File: config.mk
export PLATFORM = sky130hd
export DESIGN_NAME = dbpt_lane
export DESIGN_NICKNAME = d
export VERILOG_FILES = /design/src/rtl/dbpt_pkg.sv /design/src/rtl/dbpt_lane.sv
export SDC_FILE = /design/constraint.sdc
export NUM_CORES = 1
export LEC_CHECK = 0
export BUFFER_PORTS_ARGS = -buffer_cell sky130_fd_sc_hd__buf_2
export CORE_MARGIN = 8
export CORE_UTILIZATION = 55
export DETAILED_ROUTE_END_ITERATION = 10
export GPL_TIMING_DRIVEN = 0
export PLACE_DENSITY_LB_ADDON = 0.12
export SETUP_SLACK_MARGIN = 0.02
export SYNTH_ARGS = -nofsm -noshare
export SYNTH_HDL_FRONTEND = slang
export SYNTH_SLANG_ARGS = --single-unit
File: constraint.sdc
create_clock -name clk -period 5.1 [get_ports clk]
set_input_delay 0.765 -clock clk [delete_from_list [all_inputs] [get_ports clk]]
set_output_delay 0.765 -clock clk [all_outputs]
set_load 0.01 [all_outputs]
File: src/rtl/dbpt_pkg.sv
package dbpt_pkg;

    localparam int DESCRIPTOR_BITS = 256;
    localparam int WORD_BITS       = 64;
    localparam int COUNT_BITS      = 16;
    localparam int NUM_WORDS       = DESCRIPTOR_BITS / WORD_BITS;
    localparam int ROW_BITS        = $clog2(NUM_WORDS);
    localparam int LANE_BITS       = $clog2(WORD_BITS);
    localparam int INDEX_BITS      = ROW_BITS + LANE_BITS;

    localparam logic [COUNT_BITS-1:0] COUNT_MAX = '1;
    localparam logic [ROW_BITS-1:0]   LAST_ROW  = ROW_BITS'(NUM_WORDS - 1);

    localparam logic CMD_ADD  = 1'b0;
    localparam logic CMD_READ = 1'b1;

    localparam int IN_DATA_BITS  = 80;
    localparam int RESULT_BITS   = 4 * COUNT_BITS;
    localparam int FIFO_DEPTH    = 4;
    localparam int FIFO_PTR_BITS = $clog2(FIFO_DEPTH);
    localparam int FIFO_CNT_BITS = FIFO_PTR_BITS + 1;

    typedef struct packed {
        logic                  prev_bit;
        logic [COUNT_BITS-1:0] run;
        logic [COUNT_BITS-1:0] longest;
        logic [COUNT_BITS-1:0] ones;
    } entry_t;

    typedef struct packed {
        logic [ROW_BITS-1:0] upd_row;
        logic [ROW_BITS-1:0] rd_row;
    } rd_req_t;

    typedef struct packed {
        logic                add;
        logic                have_prev;
        logic [ROW_BITS-1:0] row;
        logic                upd_valid;
        logic                upd_fwd;
        logic                rd_valid;
        logic                rd_fwd;
        logic                same_row;
    } lane_ctrl_t;

    function automatic logic [COUNT_BITS-1:0] sat_inc(input logic [COUNT_BITS-1:0] v);
        return (v == COUNT_MAX) ? v : v + 1'b1;
    endfunction

endpackage

File: src/rtl/dbpt_lane.sv
module dbpt_lane (
    input  logic                clk,
    input  dbpt_pkg::rd_req_t    rd_req,
    input  dbpt_pkg::lane_ctrl_t ctrl,
    input  logic                word_bit,
    output dbpt_pkg::entry_t     result
);
    import dbpt_pkg::*;

    entry_t mem [NUM_WORDS];
    entry_t upd_q_reg;
    entry_t rd_q_reg;
    entry_t wr_data_reg;
    entry_t upd_base;
    entry_t rd_base;
    entry_t upd;
    logic [COUNT_BITS-1:0] run_new;

    always_ff @(posedge clk)
    begin
        if (ctrl.add)
        begin
            mem[ctrl.row] <= upd;
            wr_data_reg   <= upd;
        end
        upd_q_reg <= mem[rd_req.upd_row];
        rd_q_reg  <= mem[rd_req.rd_row];
    end

    always_comb
    begin
        if (ctrl.upd_fwd)
        begin
            upd_base = wr_data_reg;
        end
        else if (ctrl.upd_valid)
        begin
            upd_base = upd_q_reg;
        end
        else
        begin
            upd_base = '0;
        end

        if (ctrl.rd_fwd)
        begin
            rd_base = wr_data_reg;
        end
        else if (ctrl.rd_valid)
        begin
            rd_base = rd_q_reg;
        end
        else
        begin
            rd_base = '0;
        end
    end

    always_comb
    begin
        run_new = (upd_base.prev_bit == word_bit) ? sat_inc(upd_base.run) : '0;
        upd = upd_base;
        upd.prev_bit = word_bit;
        if (ctrl.have_prev)
        begin
            upd.run = run_new;
            if (upd_base.longest < run_new)
            begin
                upd.longest = run_new;
            end
        end
        if (word_bit)
        begin
            upd.ones = sat_inc(upd_base.ones);
        end
    end

    assign result = (ctrl.add && ctrl.same_row) ? upd : rd_base;

endmodule

==> results of run 1 <==
==> final timing paths <==
check,endpoint,slack (ns),startpoint
setup / recovery,result[30],-0.28,ctrl[3]
hold / removal,upd_q_reg[18]$_DFF_P_,0.57,mem[2][18]$_DFFE_PP_
setup reg to reg,wr_data_reg[19]$_DFFE_PP_,1.08,wr_data_reg[41]$_DFFE_PP_
hold reg to reg,upd_q_reg[18]$_DFF_P_,0.57,mem[2][18]$_DFFE_PP_
==> stage by stage <==
stage               area, um^2  std cells  hold WS (ns)  utilization, %  TNS (ns)
floorplan                15360        995        0.5528               -         0
global placement         16070       1394        0.5561           59.48   -439.70
detailed placement       16250       1403        0.5637           60.12    -68.07
CTS                      18420       1525        0.5754           68.16    -1.555
global route             18660       1538        0.5837           69.04    -4.364
finish                   18660       1538        0.5697           69.04    -3.687
==> logic make-up (layout without fill, tap and decap cells) <==
family / Yosys count / count (layout)
DFF: 343 / 343
AOI/OAI and AO/OA: 217 / 217
and+or+nand+nor: 195 / 195
muxes: 122 / 122
buffers and inverters: 89 / 291
adders and majority gates: 17 / 17
xor gates and xnor gates: 12 / 12
==> layer usage <==
| layer | share of wire [%] | vias to the layer above | track usage [%] |
|---|---|---|---|
| met2 | 49 | 520 | 41.84 |
| met3 | 7.7 | 131 | 4.311 |
| met1 | 39 | 5278 | 32.60 |
| met4 | 4.6 | 0 | 12.30 |
| met5 | 0 | - | 0 |
| li1 | - | 4396 | - |
==> power groups by stage <==
stage               clock network (mW)  registers, mW  logic, mW
floorplan                            0           3.33      0.585
global placement                     0           3.36      0.834
detailed placement                   0           3.36      0.859
CTS                               2.57           3.30       1.04
global route                      2.67           3.32       1.15
finish                            2.55           3.30       1.09
==> cells in the final DEF, fill, tap and decap left out, types with 5 or more instances in the layout <==
cell type and count:
mux2_2 5, a22oi_1 16, and4b_1 5, xnor2_1 7, o211ai_1 6, nand4_1 7, buf_6 12, clkbuf_16 40
o21ai_0 17, a221oi_1 9, nand2_1 57, clkbuf_1 49, dfxtp_1 98, buf_12 13, edfxtp_1 245, inv_1 16
and3_1 7, o21a_1 29, ha_1 10, nand3_1 25, buf_4 62, mux2i_4 13, mux4_2 98, buf_2 63
a22oi_2 8, nor3_1 7, a21oi_1 30, nor2_1 34, a22o_1 9, a221o_1 26, buf_1 9, clkbuf_8 5
ha_4 7, a2bb2oi_2 14
==> cell type report <==
class / count / area share (%)
Buffer: 66 / 2.206
Clock buffer: 59 / 5.901
Clock inverter: 9 / 0.2951
Inverter: 21 / 0.4359
Multi-Input combinational cell: 563 / 33.24
Sequential cell: 343 / 49.95
Tap cell: 341 / 2.287
Timing Repair Buffer: 136 / 5.687
==> repair_timing <==
action,CTS,global route
pin swaps,39,28
cloned,2,0
hold endpoints to repair,0,0
endpoints found under the setup margin,81,16
buffers inserted,53,15
gates resized for setup,109,33
==> results_dict.tcl, run 1 <==
set metrics [dict create \
    min_period_over_period_pct 105.5 \
    intPower_mw 5.195 \
    start_kind "input pin" \
    hold_depth 1 \
    cp.arrival_ns 4.61 \
    synth_top_family_by_area "multiplexers" \
    max_slew_margin_pct 30.88 \
    hpwl_um 26940 \
    yosysWarnings 0 \
    crit_path_max_fanout 8 \
    synth_fa_ha_area_share_pct 1.405 \
    synthMostInstantiatedCell "edfxtp_1" \
    grtUsageTotal_pct 25.48 \
    dp_slack_ns -1.603 \
    area_growth_pct 23.25 \
    die_h_um 181.9 \
    seqPwrFrac_pct 47.5 \
    cap_violations 0 \
    drc_errors 0 \
    setup.worst_path.end_class "output pin" \
    grt_pass1_wl_um 63940 \
    die_w_um 181.9 \
    synth-seq-area-share_pct 61.56 \
    clk_pin_slew_worst_paths_ns 0.06 \
    crit_cells 22 \
    switching_share_pct 25.24 \
    drv_slew 0 \
    synth.area.mux_share_pct 16.25 \
    drive_above_1_share_pct 35.34 \
    syn_area_um2 15140 \
    required_ns 4.34 \
    wl_um 42630 \
    root_buffer "clkbuf_16" \
    comb_power_share_pct 15.7 \
    synth_seq_cells 343 \
    final_net_count 1200 \
    clk_latency_ns 0.54 \
    floorplan.initialDensity_pct 56.01 \
    grt.overflow.total 0 \
    crit_type "in2out" \
    antenna_found_initial 0 \
    yosys.area_share.simple_pct 6.596 \
    p_switching_mw 1.754 \
    power_density_nw_per_um2 372.4 \
    multi_input_area_um2 6202 \
    slowest_stage "ha_4" \
    ant_nets 0 \
    cts_tree "built" \
    drtIter0Drc 1029 \
    grt_max_degree 56 \
    max_clock_freq_ghz 0.1859 \
    vias 10330 \
    first_pass_iters 5 \
    skew_ns 0.02418 \
    irDropWorstVdd_mv 0.3296 \
    tightest_slew_ns 1.032 \
    ff_latch_area_um2 9319 \
    place.gp.congestion 0.9434 \
    dominantRegCellSynth "edfxtp_1" \
    post-synth-top-area-cell "edfxtp_1" \
    p_clk_share_pct 36.7 \
    min_path_type "reg2reg" \
    synthTopCellsByCount "edfxtp_1, dfxtp_1, mux4_2" \
    path_cells "buf_8 -> buf_6 -> buf_8 -> buf_12 -> buf_12 -> o21ai_4 -> ha_4 -> buf_6 -> o2111ai_4 -> buf_6 -> o31ai_4 -> o311ai_4 -> ha_4 -> a21o_1 -> a211oi_2 -> o211ai_1 -> a21oi_4 -> buf_12 -> buf_12 -> mux2i_4 -> a2bb2oi_2 -> buf_2" \
    wire_per_inst_um 27.72 \
    synth_compound_area_share_pct 10.94 \
    reg2regPathDepth 16 \
    dieArea_um2 33090 \
    clk_path_buf_depth 3 \
    layout_setup_ws_ns -0.2785 \
    critPathTopFamily "compound AO/OA/AOI/OAI gates" \
    largest_reg_flops 196 \
    ctsHtreeMaxLevel 2 \
    synth_edf_count 245 \
    largest_register "mem" \
    row_count 60 \
    rsz0062_at_grt "true" \
    grt_pass1_vias 10580 \
    min_period_ns 5.378 \
    io_pins 64 \
    core_um2 27030 \
    portBuffers 58 \
    yosys.area.top_type_share_pct 48.60 \
    finalSetupViolCount 16 \
    crit_buf_inv 10 \
    via_per_inst 6.713 \
    async_flop_share_pct 0 \
    p_leak_nw 6.593 \
    violations "negative setup slack" \
    worst_path_largest_cell_delay_ns 0.29 \
    yosysUniqueCellTypes 72 \
    status "finished with violations" \
    synth.area.top_cells "edfxtp_1, mux4_2, dfxtp_1, a221o_1, nand2_1" \
    diodes 0 \
    synthCells 995 \
    n_fill_cell 1796 \
    clock-sinks 343 \
    cts_made_buffers 37 \
    cp_common_cell "buf_12" \
    avgSynthCellArea_um2 15.21 \
    synthXorXnorAreaFrac_pct 0.6943 \
    power.total_mw 6.948 \
    hold_viol 0 \
    cts_hold_buf 0 \
    synth_fp_nets 1027 \
]
(Power assumes the default switching activity.)
==> inputs of run 2 (changes only) <==
--- a/config.mk
+++ b/config.mk
@@ -11,6 +11,7 @@
 export DETAILED_ROUTE_END_ITERATION = 10
 export GPL_TIMING_DRIVEN = 0
 export PLACE_DENSITY_LB_ADDON = 0.12
+export RECOVER_POWER = 100
 export SETUP_SLACK_MARGIN = 0.02
 export SYNTH_ARGS = -nofsm -noshare
 export SYNTH_HDL_FRONTEND = slang
==> results_dict.tcl, run 2 (synthesized netlist as in run 1, its figures left out) <==
set metrics [dict create \
    crit_type "in2out" \
    largest_register "mem" \
    final_net_count 1200 \
    required_ns 4.34 \
    finalSetupViolCount 16 \
    wire_per_inst_um 27.78 \
    min_to "upd_q_reg[18]$_DFF_P_" \
    seqPwrFrac_pct 47.6 \
    diodes 0 \
    p_clk_share_pct 36.8 \
    root_buffer "clkbuf_16" \
    clk_latency_ns 0.54 \
    ff_latch_area_um2 9319 \
    drv_slew 61 \
    drtIter0Drc 989 \
    cts_tree "built" \
    switching_share_pct 25.26 \
    irDropWorstVdd_mv 0.3308 \
    mostFrequentLayoutCells "edfxtp_1, mux4_2, dfxtp_1" \
    cp.arrival_ns 4.58 \
    tightest_slew_ns 2.962 \
    area_growth_pct 22.43 \
    die_w_um 181.9 \
    ant_nets 0 \
    layout_setup_ws_ns -0.2453 \
    grt_max_degree 56 \
    clk_path_buf_depth 3 \
    via_per_inst 6.666 \
    n_fill_cell 1818 \
    intPower_mw 5.190 \
    min_path_type "reg2reg" \
    finish.instance_area_um2 18530 \
    wl_um 42730 \
    r2r_end "wr_data_reg[19]$_DFFE_PP_" \
    grtUsageTotal_pct 25.48 \
    p_switching_mw 1.754 \
    violations "max-capacitance violations, max-slew violations, negative setup slack" \
    dieArea_um2 33090 \
    portBuffers 58 \
    p_leak_nw 6.544 \
    grt.overflow.total 0 \
    status "finished with violations" \
    floorplan.initialDensity_pct 56.01 \
    cap_violations 2 \
    rsz0062_at_grt "true" \
    vias 10250 \
    drive_above_1_share_pct 34.42 \
    setup.worst_path.end_class "output pin" \
    start_kind "input pin" \
    dpl-instance-area_um2 16250 \
    comb_power_share_pct 15.6 \
    min_period_over_period_pct 104.8 \
    hpwl_um 26940 \
    hold_viol 0 \
    hold_depth 1 \
    die_h_um 181.9 \
    multi_input_area_um2 6177 \
    reg2regPathDepth 16 \
    dp_slack_ns -1.603 \
    clock-sinks 343 \
    power.total_mw 6.943 \
    min_from "mem[2][18]$_DFFE_PP_" \
    crit_path_max_fanout 8 \
    largest_reg_flops 196 \
    power_density_nw_per_um2 374.6 \
    mostFrequentLayoutCell "edfxtp_1" \
    cts_made_buffers 37 \
    antenna_found_initial 0 \
    skew_ns 0.02342 \
    max_slew_margin_pct -97.47 \
    max_clock_freq_ghz 0.1871 \
    io_pins 64 \
    grt_pass1_wl_um 63940 \
    row_count 60 \
    clk_pin_slew_worst_paths_ns 0.06 \
    rrSetupSlack_ns 1.11 \
    timing.rr.start "wr_data_reg[41]$_DFFE_PP_" \
    min_period_ns 5.345 \
    place.gp.congestion 0.9434 \
    drc_errors 0 \
    ctsHtreeMaxLevel 2 \
    first_pass_iters 5 \
    grt_pass1_vias 10580 \
    whs_ns 0.5720 \
    core_um2 27030 \
]
[run 2: changes by cell type in the layout (fill, tap and decap cells not counted), sizes merged]
cell    change
buf        -15
clkbuf     +15
[run 2: layer usage]
layer | GRT usage, % | wire (um)
met1 | 32.60 | 16580
met5 | 0 | 0
met2 | 41.84 | 20790
met4 | 12.30 | 1970
met3 | 4.311 | 3387
[run 2: how the worst max path moves through the flow]
stage / startpoint / to
after CTS: ctrl[3] / result[29]
after detailed placement: ctrl[4] / result[21]
after global routing: ctrl[3] / result[30]
after floorplan: ctrl[4] / result[24]
after global placement: ctrl[8] / mem[0][43]$_DFFE_PP_
final: ctrl[3] / result[22]
[run 2: cell type report]
class / count / area share (%)
Sequential cell: 343 / 50.28
Multi-Input combinational cell: 563 / 33.33
Clock buffer: 59 / 5.941
Timing Repair Buffer: 136 / 5.198
Tap cell: 341 / 2.302
Buffer: 66 / 2.214
Inverter: 21 / 0.4388
Clock inverter: 9 / 0.2970
[run 2: repair_timing]
action | 4_1_cts | 5_1_grt
hold buffers | 0 | 0
pin swaps | 39 | 28
cloned | 2 | 0
setup buffers | 53 | 15
resized for setup | 109 | 33
setup endpoints to repair | 81 | 16
[run 2: metrics by stage]
step	util, %	TNS, ns	std cells
2_1_floorplan	-	0	995
3_3_place_gp	59.48	-439.70	1394
3_5_place_dp	60.12	-68.07	1403
4_1_cts	68.16	-1.555	1525
5_1_grt	68.58	-4.364	1538
6_report	68.58	-3.159	1538
[run 2: power by group through the flow]
| stage | clock network [mW] | registers [mW] | logic [mW] |
|---|---|---|---|
| global placement | 0 | 3.36 | 0.834 |
| global route | 2.67 | 3.32 | 1.14 |
| finish | 2.55 | 3.31 | 1.08 |
| detailed placement | 0 | 3.36 | 0.859 |
| floorplan | 0 | 3.33 | 0.585 |
| CTS | 2.57 | 3.30 | 1.04 |
[run 2: worst max-delay path, cell delays in order]
cell	delay [ns]
buf_8	0.10
buf_6	0.12
buf_8	0.12
buf_12	0.12
buf_12	0.12
o21ai_4	0.18
ha_4	0.20
buf_6	0.14
o2111ai_4	0.17
buf_6	0.18
o31ai_4	0.26
o311ai_4	0.18
ha_4	0.28
a21o_1	0.16
a211oi_2	0.21
o211ai_1	0.18
a21oi_4	0.18
buf_12	0.16
mux2_2	0.41
a2bb2oi_2	0.18
buf_2	0.14
==> inputs of run 3 (changes only) <==
--- a/config.mk
+++ b/config.mk
@@ -6,6 +6,7 @@
 export NUM_CORES = 1
 export LEC_CHECK = 0
 export BUFFER_PORTS_ARGS = -buffer_cell sky130_fd_sc_hd__buf_2
+export CORE_ASPECT_RATIO = 0.9
 export CORE_MARGIN = 8
 export CORE_UTILIZATION = 55
 export DETAILED_ROUTE_END_ITERATION = 10
==> constraint.sdc (replaced) <==
create_clock -name clk -period 5.1 [get_ports clk]
set_input_delay 1.53 -clock clk [delete_from_list [all_inputs] [get_ports clk]]
set_output_delay 1.53 -clock clk [all_outputs]
set_load 0.01 [all_outputs]
==> results_dict.tcl, run 3 (synthesized netlist as in run 1, its figures left out) <==
set metrics [dict create \
    status "finished with violations" \
    violations "max-capacitance violations, max-slew violations, negative setup slack" \
    irDropWorstVdd_mv 0.2766 \
    mostFrequentLayoutCell "edfxtp_1" \
    diodes 0 \
    die_h_um 173.4 \
    crit_type "in2out" \
    start_kind "input pin" \
    vias 10680 \
    intPower_mw 5.355 \
    grtUsageTotal_pct 25.90 \
    place.gp.congestion 0.9233 \
    skew_ns 0.02167 \
    via_per_inst 6.632 \
    min_from "mem[0][16]$_DFFE_PP_" \
    area_growth_pct 31.06 \
    p_clk_share_pct 36.3 \
    io_pins 64 \
    grt_max_degree 56 \
    max_slew_margin_pct -89.73 \
    worst_path_largest_cell_delay_ns 0.50 \
    clock-sinks 343 \
    drv_slew 110 \
    final_core_util_pct 73.40 \
    cts_made_buffers 36 \
    cp.arrival_ns 5.64 \
    ant_nets 0 \
    seqPwrFrac_pct 46.0 \
    grt_pass1_vias 10530 \
    clk_latency_ns 0.53 \
    rrSetupSlack_ns 0.83 \
    timing.rr.start "wr_data_reg[40]$_DFFE_PP_" \
    core_um2 27030 \
    final_net_count 1261 \
    grt.overflow.total 0 \
    largest_reg_flops 196 \
    cp_common_cell "buf_12" \
    tightest_slew_ns 2.835 \
    portBuffers 58 \
    p_leak_nw 7.124 \
    n_fill_cell 1617 \
    grt_pass1_wl_um 64760 \
    largest_register "mem" \
    rsz0062_at_grt "true" \
    finalSetupViolCount 63 \
    drive_above_1_share_pct 43.39 \
    row_count 57 \
    drtIter0Drc 1238 \
    r2r_end "mem[0][22]$_DFFE_PP_" \
    min_to "upd_q_reg[16]$_DFF_P_" \
    clk_path_buf_depth 3 \
    antenna_found_initial 0 \
    floorplan.initialDensity_pct 56.01 \
    crit_path_max_fanout 7 \
    hold_viol 0 \
    dp_slack_ns -3.048 \
    switching_share_pct 25.40 \
    clk_pin_slew_worst_paths_ns 0.06 \
    comb_power_share_pct 17.7 \
    ctsHtreeMaxLevel 2 \
    max_clock_freq_ghz 0.1395 \
    power_density_nw_per_um2 361.8 \
    wire_per_inst_um 28.15 \
    root_buffer "clkbuf_16" \
    path_cells "buf_8 -> buf_8 -> buf_12 -> buf_12 -> buf_12 -> buf_12 -> nand2_4 -> o21ai_4 -> ha_4 -> inv_4 -> o311ai_4 -> o31a_1 -> nor2_4 -> ha_4 -> a211oi_2 -> o21bai_1 -> a21oi_1 -> o211ai_1 -> a21oi_4 -> buf_6 -> buf_16 -> mux2i_4 -> a2bb2oi_2 -> buf_2" \
    wl_um 45320 \
    p_switching_mw 1.824 \
    min_period_ns 7.166 \
    min_period_over_period_pct 140.5 \
    reg2regPathDepth 15 \
    layout_setup_ws_ns -2.066 \
    slowest_stage "o311ai_4" \
    min_path_type "reg2reg" \
    cts_tree "built" \
    required_ns 3.57 \
    hpwl_um 26680 \
    drc_errors 0 \
    cap_violations 4 \
    die_w_um 190.9 \
    mostFrequentLayoutCells "edfxtp_1, mux4_2, dfxtp_1" \
    first_pass_iters 5 \
    setup.worst_path.end_class "output pin" \
    hold_depth 1 \
    dieArea_um2 33100 \
]
## run 3: stage by stage
step	power, mW	cell area, um^2	hold WS (ns)	setup TNS (ns)	std cells
global placement	4.200	16210	0.5564	-481.81	1407
floorplan	3.922	15480	0.5528	-22.10	995
detailed placement	4.226	16370	0.5631	-170.73	1413
global route	7.397	19840	0.5659	-48.22	1610
CTS	7.071	19340	0.5640	-33.39	1566
finish	7.178	19840	0.5707	-43.80	1610
## run 3: layer usage
metal	GRT usage [%]	share of wire [%]	wire (um)	vias to the layer above
li1	-	-	-	4506
met1	35.17	38	17390	5387
met2	40.64	47	21350	621
met3	5.471	9.8	4428	163
met4	9.528	4.8	2154	0
met5	0	0	0	-
## run 3: what timing repair did
action,4_1_cts,5_1_grt
resized for setup,201,73
cloned,2,0
setup endpoints to repair,129,113
hold buffers,0,0
hold endpoints to repair,0,0
pin swaps,68,48
setup buffers,86,47
## run 3: how the worst max path moves through the flow
stage | startpoint | end | slack (ns) | cells past startpoint
after floorplan | ctrl[3] | result[24] | -1.41 | 20
after detailed placement | ctrl[3] | result[21] | -3.05 | 23
after global routing | ctrl[3] | result[24] | -2.10 | 24
after CTS | ctrl[3] | result[16] | -1.84 | 23
after global placement | ctrl[3] | result[17] | -2.92 | 23
final | ctrl[3] | result[24] | -2.07 | 24
## run 3: power by group through the flow
stage	Clock, mW	Sequential, mW	Combinational (mW)
5_1_grt	2.74	3.32	1.33
3_3_place_gp	0	3.35	0.847
2_1_floorplan	0	3.32	0.598
4_1_cts	2.63	3.30	1.15
3_5_place_dp	0	3.35	0.873
6_report	2.60	3.31	1.27
## run 3: area by class of cell
class | count | area (um^2) | area share, %
multi-input cells | 564 | 6771 | 34.13
plain buffers | 67 | 493.0 | 2.485
repair buffers | 196 | 1559 | 7.858
well taps | 354 | 442.9 | 2.232
inverters | 21 | 81.33 | 0.4099
clock buffers | 58 | 1107 | 5.581
clock inverters | 7 | 66.31 | 0.3342
flip-flops and latches | 343 | 9319 | 46.97
## run 3: critical path: cells and delay by family
| family | cells | cell delay [ns] |
|---|---|---|
| and+or+nand+nor | 2 | 0.14 |
| buffers and inverters | 10 | 1.15 |
| AOI/OAI and AO/OA | 9 | 2.06 |
| adders and majority gates | 2 | 0.45 |
| muxes | 1 | 0.28 |
