File: config.mk
export PLATFORM = sky130hd
export DESIGN_NAME = dbpt_fifo
export DESIGN_NICKNAME = d
export VERILOG_FILES = /design/src/rtl/dbpt_pkg.sv /design/src/rtl/dbpt_fifo.sv
export SDC_FILE = /design/constraint.sdc
export NUM_CORES = 1
export LEC_CHECK = 0
export BUFFER_PORTS_ARGS = -buffer_cell sky130_fd_sc_hd__buf_2
export CORE_MARGIN = 10
export CORE_UTILIZATION = 57
export DETAILED_ROUTE_END_ITERATION = 6
export GPL_ROUTABILITY_DRIVEN = 0
export PLACE_DENSITY = 0.79
export SLEW_MARGIN = 10
export SYNTH_ARGS = -nofsm -noshare
export SYNTH_HDL_FRONTEND = slang
export SYNTH_SLANG_ARGS = --single-unit
File: constraint.sdc
create_clock -name clk -period 3.5 [get_ports clk]
set_input_delay 0.175 -clock clk [delete_from_list [all_inputs] [get_ports clk]]
set_output_delay 0.175 -clock clk [all_outputs]
set_load 0.02 [all_outputs]
File: src/rtl/dbpt_pkg.sv
package dbpt_pkg;

    localparam int DESCRIPTOR_BITS = 256;
    localparam int WORD_BITS       = 64;
    localparam int COUNT_BITS      = 16;
    localparam int NUM_WORDS       = DESCRIPTOR_BITS / WORD_BITS;
    localparam int ROW_BITS        = $clog2(NUM_WORDS);
    localparam int LANE_BITS       = $clog2(WORD_BITS);
    localparam int INDEX_BITS      = ROW_BITS + LANE_BITS;

    localparam logic [COUNT_BITS-1:0] COUNT_MAX = '1;
    localparam logic [ROW_BITS-1:0]   LAST_ROW  = ROW_BITS'(NUM_WORDS - 1);

    localparam logic CMD_ADD  = 1'b0;
    localparam logic CMD_READ = 1'b1;

    localparam int IN_DATA_BITS  = 80;
    localparam int RESULT_BITS   = 4 * COUNT_BITS;
    localparam int FIFO_DEPTH    = 4;
    localparam int FIFO_PTR_BITS = $clog2(FIFO_DEPTH);
    localparam int FIFO_CNT_BITS = FIFO_PTR_BITS + 1;

    typedef struct packed {
        logic                  prev_bit;
        logic [COUNT_BITS-1:0] run;
        logic [COUNT_BITS-1:0] longest;
        logic [COUNT_BITS-1:0] ones;
    } entry_t;

    typedef struct packed {
        logic [ROW_BITS-1:0] upd_row;
        logic [ROW_BITS-1:0] rd_row;
    } rd_req_t;

    typedef struct packed {
        logic                add;
        logic                have_prev;
        logic [ROW_BITS-1:0] row;
        logic                upd_valid;
        logic                upd_fwd;
        logic                rd_valid;
        logic                rd_fwd;
        logic                same_row;
    } lane_ctrl_t;

    function automatic logic [COUNT_BITS-1:0] sat_inc(input logic [COUNT_BITS-1:0] v);
        return (v == COUNT_MAX) ? v : v + 1'b1;
    endfunction

endpackage

File: src/rtl/dbpt_fifo.sv
module dbpt_fifo (
    input  logic                                  clk,
    input  logic                                  rst_n,
    input  logic                                  push,
    input  logic [dbpt_pkg::RESULT_BITS-1:0]      push_data,
    input  logic                                  pop,
    output logic                                  out_valid,
    output logic [dbpt_pkg::RESULT_BITS-1:0]      out_data,
    output logic [dbpt_pkg::FIFO_CNT_BITS-1:0]    count
);
    import dbpt_pkg::*;

    logic [RESULT_BITS-1:0]   slot [FIFO_DEPTH];
    logic [FIFO_PTR_BITS-1:0] wr_ptr_reg;
    logic [FIFO_PTR_BITS-1:0] rd_ptr_reg;
    logic [FIFO_CNT_BITS-1:0] count_reg;
    logic [FIFO_CNT_BITS-1:0] count_next;

    always_comb
    begin
        count_next = count_reg;
        if (push && !pop)
        begin
            count_next = count_reg + 1'b1;
        end
        else if (pop && !push)
        begin
            count_next = count_reg - 1'b1;
        end
    end

    always_ff @(posedge clk or negedge rst_n)
    begin
        if (!rst_n)
        begin
            wr_ptr_reg <= '0;
            rd_ptr_reg <= '0;
            count_reg  <= '0;
        end
        else
        begin
            if (push)
            begin
                wr_ptr_reg <= wr_ptr_reg + 1'b1;
            end
            if (pop)
            begin
                rd_ptr_reg <= rd_ptr_reg + 1'b1;
            end
            count_reg <= count_next;
        end
    end

    always_ff @(posedge clk)
    begin
        if (push)
        begin
            slot[wr_ptr_reg] <= push_data;
        end
    end

    assign out_valid = (count_reg != '0);
    assign out_data  = slot[rd_ptr_reg];
    assign count     = count_reg;

endmodule

==> results.sh, run 1 <==
export IMPL_finalClockSkew_ns=0.0124
export IMPL_critical_path_class="register to primary output"
export IMPL_worstMarginPinSlew_ns=0.986
export IMPL_place_inst=710
export IMPL_syn_area_um2=9620
export IMPL_grt_usage_pct=16.2
export IMPL_clock_path_buffers=3
export IMPL_relSlewSlack_pct=34.3
export IMPL_fill_cells=973
export IMPL_clk_transition_reported_paths_ns=0.06
export IMPL_drive_above_1_share_pct=40.7
export IMPL_largest_reg_flops=256
export IMPL_clock_latency_ns=0.52
export IMPL_post_route_period_util_pct=72.7
export IMPL_postLayoutCellArea_um2=12100
export IMPL_synth_seq_cells=263
export IMPL_r2r_slack_ns=1.64
export IMPL_placed_cell_area_um2=10500
export IMPL_wl_um=18200
export IMPL_cts_sinks=263
export IMPL_ys_top_cells_by_area="edfxtp_1, mux4_2, dfrtp_1"
export IMPL_wl_per_cell_um=22.0
export IMPL_synthCells=367
export IMPL_finalNonFillerCells=824
export IMPL_final_hold_violation_count=0
export IMPL_syn_area_per_cell_um2=26.2
export IMPL_start_kind="register"
export IMPL_nNetsFinal=659
export IMPL_cts_tree="yes"
export IMPL_fmax_mhz=393
export IMPL_diodes=0
export IMPL_hpwlAfterDp_um=10500
export IMPL_grt_antenna_before_repair=0
export IMPL_start_util_pct=58.0
export IMPL_maxCapViolCount=0
export IMPL_ys_types=18
export IMPL_row_count=47
export IMPL_ant_nets=0
export IMPL_yosysSeqAreaShare_pct=81.7
export IMPL_grt_remaining_overflow=0
export IMPL_area_growth_pct=25.4
export IMPL_reg2reg_from="wr_ptr_reg[0]"
export IMPL_cts_made_buffers=26
export IMPL_cts_root_buffer="clkbuf_16"
export IMPL_min_path_type="input port to async pin"
export IMPL_cts_htree_levels=1
export IMPL_maxSlewViolCount=0
export IMPL_powerDensity_nw_per_um2=851
export IMPL_fp_dieW_um=150
export IMPL_grt_pass1_wl_um=28200
export IMPL_ir_worst_vdd_mv=0.655
export IMPL_dr_pass1_iters=4
export IMPL_cts_setup_buffers=0
export IMPL_fp_dieH_um=150
export IMPL_synth_warnings=0
export IMPL_total_leakage_power_nw=4.21
export IMPL_final_common_cell="edfxtp_1"
export IMPL_drt_iter0_markers=294
export IMPL_core_um2=16600
export IMPL_place_ws_ns=1.43
export IMPL_status="complete, no violations"
export IMPL_crit_arrival_ns=2.37
export IMPL_crit_fanout=32
export IMPL_crit_path_end_kind="primary output"
export IMPL_yosysTopAreaCell="edfxtp_1"
export IMPL_setup_viol_count_final=0
export IMPL_setup_ws_ns=0.955
export IMPL_grt_start_max_net_pins=66
export IMPL_io_pins=136
export IMPL_yosysTopAreaCellShare_pct=79.9
export IMPL_port_buffers=135
export IMPL_grt_pass1_vias=4961
export IMPL_vias=4510
export IMPL_via_per_inst=5.47
export IMPL_cp_required_ns=3.32
export IMPL_ff2ff_path_depth=3
export IMPL_rr_endpoint="slot[0][21]"
export IMPL_timing_final_crit_period_ns=2.54
export IMPL_mostFrequentLayoutCells="edfxtp_1, buf_2, dlygate4sd3_1"
export IMPL_syn_nets=441
export IMPL_drc=0
export IMPL_die_area_um2=22500
export IMPL_tns_ns=0
export IMPL_grt_setup_unrepaired="no"
[layer usage]
layer	up-vias	track usage, %	part of all wire [%]
met5	-	0	0
met4	0	5.49	1.9
met3	27	3.14	4.9
met2	127	27.5	53
met1	2354	20.6	40
li1	2002	-	-
[per-stage QoR]
| step | hold slack [ns] | util (%) | total power [mW] |
|---|---|---|---|
| final | 0.0547 | 72.7 | 10.3 |
| after global routing | 0.0543 | 72.7 | 10.7 |
| after CTS | 0.0292 | 72.7 | 10.4 |
| after detailed placement | 0.0217 | 63.4 | 7.53 |
| after global placement | 0.0104 | 63.4 | 7.46 |
| after floorplan | -0.121 | - | 6.56 |
[where the power goes]
group | switching [mW] | total, mW | internal [mW]
combinational | 1.64 | 2.91 | 1.27
sequential | 0.392 | 4.53 | 4.14
clock | 1.09 | 2.83 | 1.74
[synthesized netlist by cell type]
cell type / n
buf_6: 5
buf_2: 6
mux4_2: 64
buf_4: 2
ha_1: 5
and2_1: 4
dfrtp_1: 7
o21ai_0: 1
edfxtp_1: 256
or3_1: 1
mux2_2: 1
fa_1: 1
xor2_1: 4
nor2_1: 1
nand2_1: 2
inv_1: 4
clkbuf_1: 1
xnor2_1: 2
[cell type report]
type | count | area [um2] | share of cell area [%]
multi-input cells | 86 | 1650 | 13.6
well taps | 220 | 275 | 2.28
inverters | 4 | 15.0 | 0.124
flip-flops and latches | 263 | 7870 | 65.2
clock buffers | 35 | 726 | 6.02
repair buffers | 204 | 1370 | 11.4
clock inverters | 12 | 159 | 1.32
[timing repair]
action,in CTS,in global routing
hold buffers,67,0
resized for setup,0,0
endpoints found under the hold margin,267,0
[worst max-delay path by stage]
stage          slack (ns)  cells after the start           end          start
2_1_floorplan        0.95                      3    slot[2][0]  wr_ptr_reg[0]
3_3_place_gp         1.43                      3  out_data[54]  rd_ptr_reg[0]
3_5_place_dp         1.43                      3  out_data[24]  rd_ptr_reg[0]
4_1_cts              0.88                      3  out_data[24]  rd_ptr_reg[0]
5_1_grt              0.81                      3  out_data[40]  rd_ptr_reg[0]
6_report             0.96                      3  out_data[20]  rd_ptr_reg[0]
[worst max-delay path, cell delays in order, from the launching register on]
cell	delay (ns)
dfrtp_4	0.74
buf_12	0.32
mux4_2	0.58
buf_2	0.18
[cell families after synthesis]
logic type               Yosys count  synth area share (%)
AO/OA/AOI/OAI                      1                0.0520
XOR/XNOR                           6                 0.546
adder cells (fa/ha/maj)            6                 0.859
buffers and inverters             18                  1.25
flip-flops                       263                  81.7
multiplexers                      65                  15.1
AND/OR/NAND/NOR                    8                 0.442
No activity file was read; power rests on OpenSTA's default activity.
==> inputs of run 2 (changes only) <==
--- a/config.mk
+++ b/config.mk
@@ -5,12 +5,13 @@
 export SDC_FILE = /design/constraint.sdc
 export NUM_CORES = 1
 export LEC_CHECK = 0
+export ABC_AREA = 1
 export BUFFER_PORTS_ARGS = -buffer_cell sky130_fd_sc_hd__buf_2
 export CORE_MARGIN = 10
-export CORE_UTILIZATION = 57
+export CORE_UTILIZATION = 52
 export DETAILED_ROUTE_END_ITERATION = 6
 export GPL_ROUTABILITY_DRIVEN = 0
-export PLACE_DENSITY = 0.79
+export PLACE_DENSITY = 0.75
 export SLEW_MARGIN = 10
 export SYNTH_ARGS = -nofsm -noshare
 export SYNTH_HDL_FRONTEND = slang
==> constraint.sdc (replaced) <==
create_clock -name clk -period 2.3 [get_ports clk]
set_input_delay 0.115 -clock clk [delete_from_list [all_inputs] [get_ports clk]]
set_output_delay 0.115 -clock clk [all_outputs]
set_load 0.02 [all_outputs]
==> run 2 against run 1 <==
Against the previous run:
- worst setup slack worse by 0.72 ns
- clock power up 47%
- global-route usage down 0.95 points
- largest cell class unchanged
- clock skew increased by 0.0052 ns
- sequential power increased by 46%
- hold slack improved by 0.29 ns
- sequential share of layout area down 7.7 points
- critical path depth increased by 2
- flip-flop and latch count unchanged
==> results.sh, run 2 <==
export IMPL_syn_area_per_cell_um2=14.2
export IMPL_hpwlAfterDp_um=13700
export IMPL_setup_ws_ns=0.235
export IMPL_maxSlewViolCount=0
export IMPL_maxCapViolCount=0
export IMPL_via_per_inst=4.98
export IMPL_die_area_um2=28100
export IMPL_synth_warnings=0
export IMPL_row_count=53
export IMPL_tns_ns=0
export IMPL_yosysSeqAreaShare_pct=69.5
export IMPL_finalClockSkew_ns=0.0177
export IMPL_worstPathCellList="clkinv_2 -> buf_4 -> o211ai_1 -> nand2_1 -> buf_2"
export IMPL_syn_area_um2=11300
export IMPL_cts_made_buffers=26
export IMPL_crit_fanout=16
export IMPL_cp_required_ns=2.18
export IMPL_cp_num_buf_inv=3
export IMPL_cts_sinks=263
export IMPL_grt_usage_pct=15.3
export IMPL_nNetsFinal=1077
export IMPL_ant_nets=0
export IMPL_grt_start_max_net_pins=65
export IMPL_critical_path_class="register to primary output"
export IMPL_core_um2=21200
export IMPL_slowest_stage="dfrtp_4"
export IMPL_synth_seq_cells=263
export IMPL_critical_path_max_stage_delay_ns=0.49
export IMPL_io_pins=136
export IMPL_grt_remaining_overflow=0
export IMPL_final_hold_violation_count=0
export IMPL_ys_top_cells_by_area="edfxtp_1, o211ai_2, nand2_1"
export IMPL_yosysTopAreaCell="edfxtp_1"
export IMPL_clock_path_buffers=3
export IMPL_ys_types=23
export IMPL_drc=0
export IMPL_async_reset_ff_share_pct=2.66
export IMPL_syn_nets=869
export IMPL_port_buffers=135
export IMPL_cts_htree_levels=1
export IMPL_grt_setup_unrepaired="no"
export IMPL_grt_pass1_vias=6665
export IMPL_min_path_type="input port to register"
export IMPL_dr_pass1_iters=4
export IMPL_yosysMostFrequentCell="edfxtp_1"
export IMPL_clock_latency_ns=0.53
export IMPL_place_ws_ns=0.425
export IMPL_cts_root_buffer="clkbuf_16"
export IMPL_fp_dieW_um=168
export IMPL_drt_iter0_markers=450
export IMPL_wl_per_cell_um=16.9
export IMPL_yosysTopAreaCellShare_pct=67.9
export IMPL_drive_above_1_share_pct=31.3
export IMPL_clk_transition_reported_paths_ns=0.06
export IMPL_vias=6468
export IMPL_ir_worst_vdd_mv=1.02
export IMPL_cts_tree="yes"
export IMPL_setup_viol_count_final=0
export IMPL_synth_ff_type="edfxtp_1"
export IMPL_grt_antenna_before_repair=3
export IMPL_final_common_cell="edfxtp_1"
export IMPL_total_leakage_power_nw=5.55
export IMPL_synthCells=795
export IMPL_synth_edf_count=256
export IMPL_crit_path_end_kind="primary output"
export IMPL_ctsResizeCount=0
export IMPL_post_route_period_util_pct=89.8
export IMPL_start_util_pct=53.3
export IMPL_area_growth_pct=21.0
export IMPL_start_kind="register"
export IMPL_grt_pass1_wl_um=35200
export IMPL_relSlewSlack_pct=51.1
export IMPL_worstMarginPinSlew_ns=0.734
export IMPL_largest_reg_flops=256
export IMPL_status="complete, no violations"
export IMPL_timing_final_crit_period_ns=2.06
export IMPL_fmax_mhz=484
export IMPL_wl_um=21900
export IMPL_crit_arrival_ns=1.95
export IMPL_fp_dieH_um=168
export IMPL_crit_family="buffers and inverters"
export IMPL_synth_common_cells="edfxtp_1, nand2_1, inv_1"
export IMPL_fin_util_pct=64.5
export IMPL_powerDensity_nw_per_um2=1300
export IMPL_mostFrequentLayoutCells="edfxtp_1, nand2_1, inv_1, buf_2, o211ai_2"
==> run 2: cell count changes after synthesis, moves of 3 or more <==
cell,previous run,this run
and2_1,4,0
buf_6,5,18
o211ai_1,0,44
mux4_2,64,0
buf_12,0,12
buf_2,6,9
nand2_2,0,39
inv_1,4,139
o211ai_2,0,84
nand2_1,2,167
==> run 2: area by class of cell <==
cell class              count  area [um2]
clock buffers              36         719
inverters                 140         539
clock inverters            10         120
diodes                      3        7.51
repair buffers            224        1690
flip-flops and latches    263        7870
fillers                  1542        7540
multi-input cells         348        2390
well taps                 275         344
==> run 2: repair_timing <==
| action | CTS | global route |
|---|---|---|
| hold buffers | 68 | 0 |
| endpoints found under the hold margin | 267 | 0 |
| setup buffers | 0 | 1 |
| endpoints found under the setup margin | 0 | 10 |
==> run 2: metrics by stage <==
stage | hold slack, ns | cells | power [mW] | area (um2)
finish | 0.341 | 1299 | 17.8 | 13700
global route | 0.340 | 1299 | 18.9 | 13700
CTS | 0.327 | 1295 | 18.0 | 13700
detailed placement | -0.0376 | 1181 | 13.8 | 12100
global placement | -0.0388 | 1181 | 13.6 | 12100
floorplan | -0.181 | 795 | 12.1 | 11300
==> run 2: cell families after synthesis <==
group / Yosys count / synth area share (%)
AND/OR/NAND/NOR: 209 / 7.83
XOR/XNOR: 4 / 0.310
buffers and inverters: 184 / 9.38
adder cells (fa/ha/maj): 6 / 0.730
AO/OA/AOI/OAI: 129 / 12.3
flip-flops: 263 / 69.5
==> run 2: path summary, 6_finish.rpt <==
| kind | cells past startpoint | start | slack, ns | endpoint |
|---|---|---|---|---|
| min | 2 | push_data[46] | 0.34 | slot[3][46] |
| min reg2reg | 2 | count[2] | 0.50 | count[2] |
| max reg2reg | 5 | wr_ptr_reg[0] | 0.44 | slot[0][19] |
| max | 5 | rd_ptr_reg[1] | 0.24 | out_data[7] |
| max in group asynchronous | 3 | rst_n | 1.45 | rd_ptr_reg[1] |
| min in group asynchronous | 3 | rst_n | 0.56 | count[0] |
==> run 2: where the power goes <==
group | internal (mW) | leakage (nW) | switching [mW] | total (mW)
Clock | 2.50 | 0.410 | 1.66 | 4.16
Combinational | 2.39 | 2.71 | 4.66 | 7.05
Sequential | 6.28 | 2.43 | 0.342 | 6.63
==> run 2: layer usage <==
| metal | routed length [um] | global-route usage (%) | part of all wire, % | up-vias |
|---|---|---|---|---|
| met1 | 9050 | 18.2 | 41 | 3142 |
| li1 | - | - | - | 3180 |
| met4 | 408 | 4.31 | 1.9 | 0 |
| met3 | 953 | 3.02 | 4.3 | 31 |
| met2 | 11500 | 27.3 | 53 | 115 |
| met5 | 0 | 0 | 0 | - |
==> inputs of run 3 (changes only) <==
--- a/config.mk
+++ b/config.mk
@@ -5,10 +5,9 @@
 export SDC_FILE = /design/constraint.sdc
 export NUM_CORES = 1
 export LEC_CHECK = 0
-export ABC_AREA = 1
 export BUFFER_PORTS_ARGS = -buffer_cell sky130_fd_sc_hd__buf_2
 export CORE_MARGIN = 10
-export CORE_UTILIZATION = 52
+export CORE_UTILIZATION = 51
 export DETAILED_ROUTE_END_ITERATION = 6
 export GPL_ROUTABILITY_DRIVEN = 0
 export PLACE_DENSITY = 0.75
==> run 3 against run 2 <==
Against the previous run:
- cell count decreased by 34%
- combinational power decreased by 30%
- largest cell class unchanged
- critical endpoint is now out_data[52]
- clock power decreased by 5%
- maximum frequency decreased by 2.5%
- die area decreased by 12%
- via count decreased by 29%
- sequential power about the same
- critical path type unchanged
- non-clock buffer count decreased by 7
==> results.sh, run 3 (same netlist as run 1, synthesis figures left out) <==
export IMPL_crit_path_end_kind="primary output"
export IMPL_grt_usage_pct=15.3
export IMPL_grt_setup_unrepaired="no"
export IMPL_wl_um=18500
export IMPL_use_met2_pct=26.7
export IMPL_fill_cells=1207
export IMPL_via_per_inst=5.42
export IMPL_crit_arrival_ns=2.00
export IMPL_ff2ff_path_depth=4
export IMPL_hpwlAfterDp_um=11300
export IMPL_multi_input_area_um2=1650
export IMPL_holdCritStartpoint="push_data[45]"
export IMPL_diodes=0
export IMPL_finalNonFillerCells=852
export IMPL_critical_path_class="register to primary output"
export IMPL_grt_util_met3_pct=2.97
export IMPL_port_buffers=135
export IMPL_cts_made_buffers=26
export IMPL_mostFrequentLayoutCells="edfxtp_1, buf_2, dlygate4sd3_1"
export IMPL_start_kind="register"
export IMPL_grt_antenna_before_repair=0
export IMPL_core_um2=18600
export IMPL_ir_worst_vdd_mv=0.937
export IMPL_total_leakage_power_nw=4.26
export IMPL_fmax_mhz=472
export IMPL_place_ws_ns=0.514
export IMPL_place_inst=735
export IMPL_clk_transition_reported_paths_ns=0.06
export IMPL_cp_required_ns=2.18
export IMPL_worstMarginPinSlew_ns=0.516
export IMPL_crit_fanout=35
export IMPL_rr_endpoint="slot[2][33]"
export IMPL_whs_path_depth=2
export IMPL_drive_above_1_share_pct=41.1
export IMPL_timing_final_crit_period_ns=2.12
export IMPL_maxCapViolCount=0
export IMPL_final_hold_violation_count=0
export IMPL_fp_dieW_um=157
export IMPL_row_count=50
export IMPL_grt_start_max_net_pins=36
export IMPL_io_pins=136
export IMPL_post_route_period_util_pct=92.1
export IMPL_die_area_um2=24800
export IMPL_nNetsFinal=672
export IMPL_relSlewSlack_pct=65.6
export IMPL_fp_dieH_um=157
export IMPL_busiest_layer="met2"
export IMPL_gr_usage_met1_pct=19.3
export IMPL_grt_pass1_vias=5245
export IMPL_r2r_slack_ns=0.63
export IMPL_final_common_cell="edfxtp_1"
export IMPL_cts_root_buffer="clkbuf_16"
export IMPL_ant_nets=0
export IMPL_wl_per_cell_um=21.7
export IMPL_dr_pass1_iters=4
export IMPL_ctsResizeCount=0
export IMPL_clock_latency_ns=0.50
export IMPL_grt_remaining_overflow=0
export IMPL_setup_viol_count_final=0
export IMPL_start_util_pct=51.6
export IMPL_grt_pass1_wl_um=29500
export IMPL_finalClockSkew_ns=0.0125
export IMPL_tns_ns=0
export IMPL_reg2reg_from="wr_ptr_reg[0]"
export IMPL_cts_sinks=263
export IMPL_vias=4618
export IMPL_clock_path_buffers=3
export IMPL_cts_htree_levels=1
export IMPL_largest_reg_flops=256
export IMPL_area_growth_pct=26.6
export IMPL_drt_iter0_markers=289
export IMPL_powerDensity_nw_per_um2=1270
export IMPL_maxSlewViolCount=0
export IMPL_min_path_type="input port to register"
export IMPL_hold_path_endpoint="slot[0][45]"
export IMPL_status="complete, no violations"
export IMPL_cts_tree="yes"
export IMPL_drc=0
export IMPL_setup_ws_ns=0.182
export IMPL_regArea_um2=7870
==> run 3: cell types whose count changed in the layout (fill, tap and decap cells not counted), sizes merged, moves of 2 or more <==
| cell | delta |
|---|---|
| bufinv | -2 |
| clkbuf | +3 |
| clkinv | -3 |
| o211ai | -128 |
| buf | -6 |
| clkinvlp | -2 |
| diode | -3 |
| inv | -131 |
| nand2 | -204 |
| mux4 | +64 |
| and2 | +4 |
==> run 3: worst max-delay path: stages, from the launching register on <==
cell and delay (ns):
dfrtp_4 0.44, buf_12 0.29, mux4_2 0.57, buf_2 0.19
==> run 3: layout make-up <==
type,instances,share of cell area [%]
clock buffer,40,6.20
clock inverter,8,0.514
inverter,4,0.123
multi-input combinational,86,13.5
sequential,263,64.7
tap,234,2.41
timing repair buffer,217,12.6
==> run 3: power by group <==
group	switching [mW]	leakage (nW)	internal, mW
combinational	2.82	1.43	2.09
clock	1.61	0.394	2.36
sequential	0.331	2.43	6.28
==> run 3: how the worst max path moves through the flow <==
stage	end	from	cells after the start
5_1_grt	out_data[52]	rd_ptr_reg[0]	3
2_1_floorplan	slot[2][0]	wr_ptr_reg[0]	3
4_1_cts	out_data[9]	rd_ptr_reg[0]	3
6_report	out_data[52]	rd_ptr_reg[0]	3
3_5_place_dp	out_data[28]	rd_ptr_reg[1]	3
3_3_place_gp	out_data[25]	rd_ptr_reg[1]	3
==> run 3: repair_timing <==
item | 4_1_cts | 5_1_grt
setup buffers | 1 | 0
endpoints found under the setup margin | 11 | 0
hold buffers | 68 | 0
hold endpoints to repair | 267 | 0
==> run 3: layer usage <==
layer / wire length (um) / part of all wire [%]
met5: 0 / 0
met4: 276 / 1.5
met3: 993 / 5.4
met2: 9770 / 53
met1: 7480 / 40
==> run 3: stage by stage <==
stage	hold slack [ns]	power, mW	utilization (%)	area [um2]
4_1_cts	0.337	15.7	65.3	12200
5_1_grt	0.356	16.3	65.3	12200
3_3_place_gp	-0.0450	11.4	57.1	10600
6_report	0.358	15.5	65.3	12200
2_1_floorplan	-0.181	9.95	-	9620
3_5_place_dp	-0.0359	11.6	57.1	10600
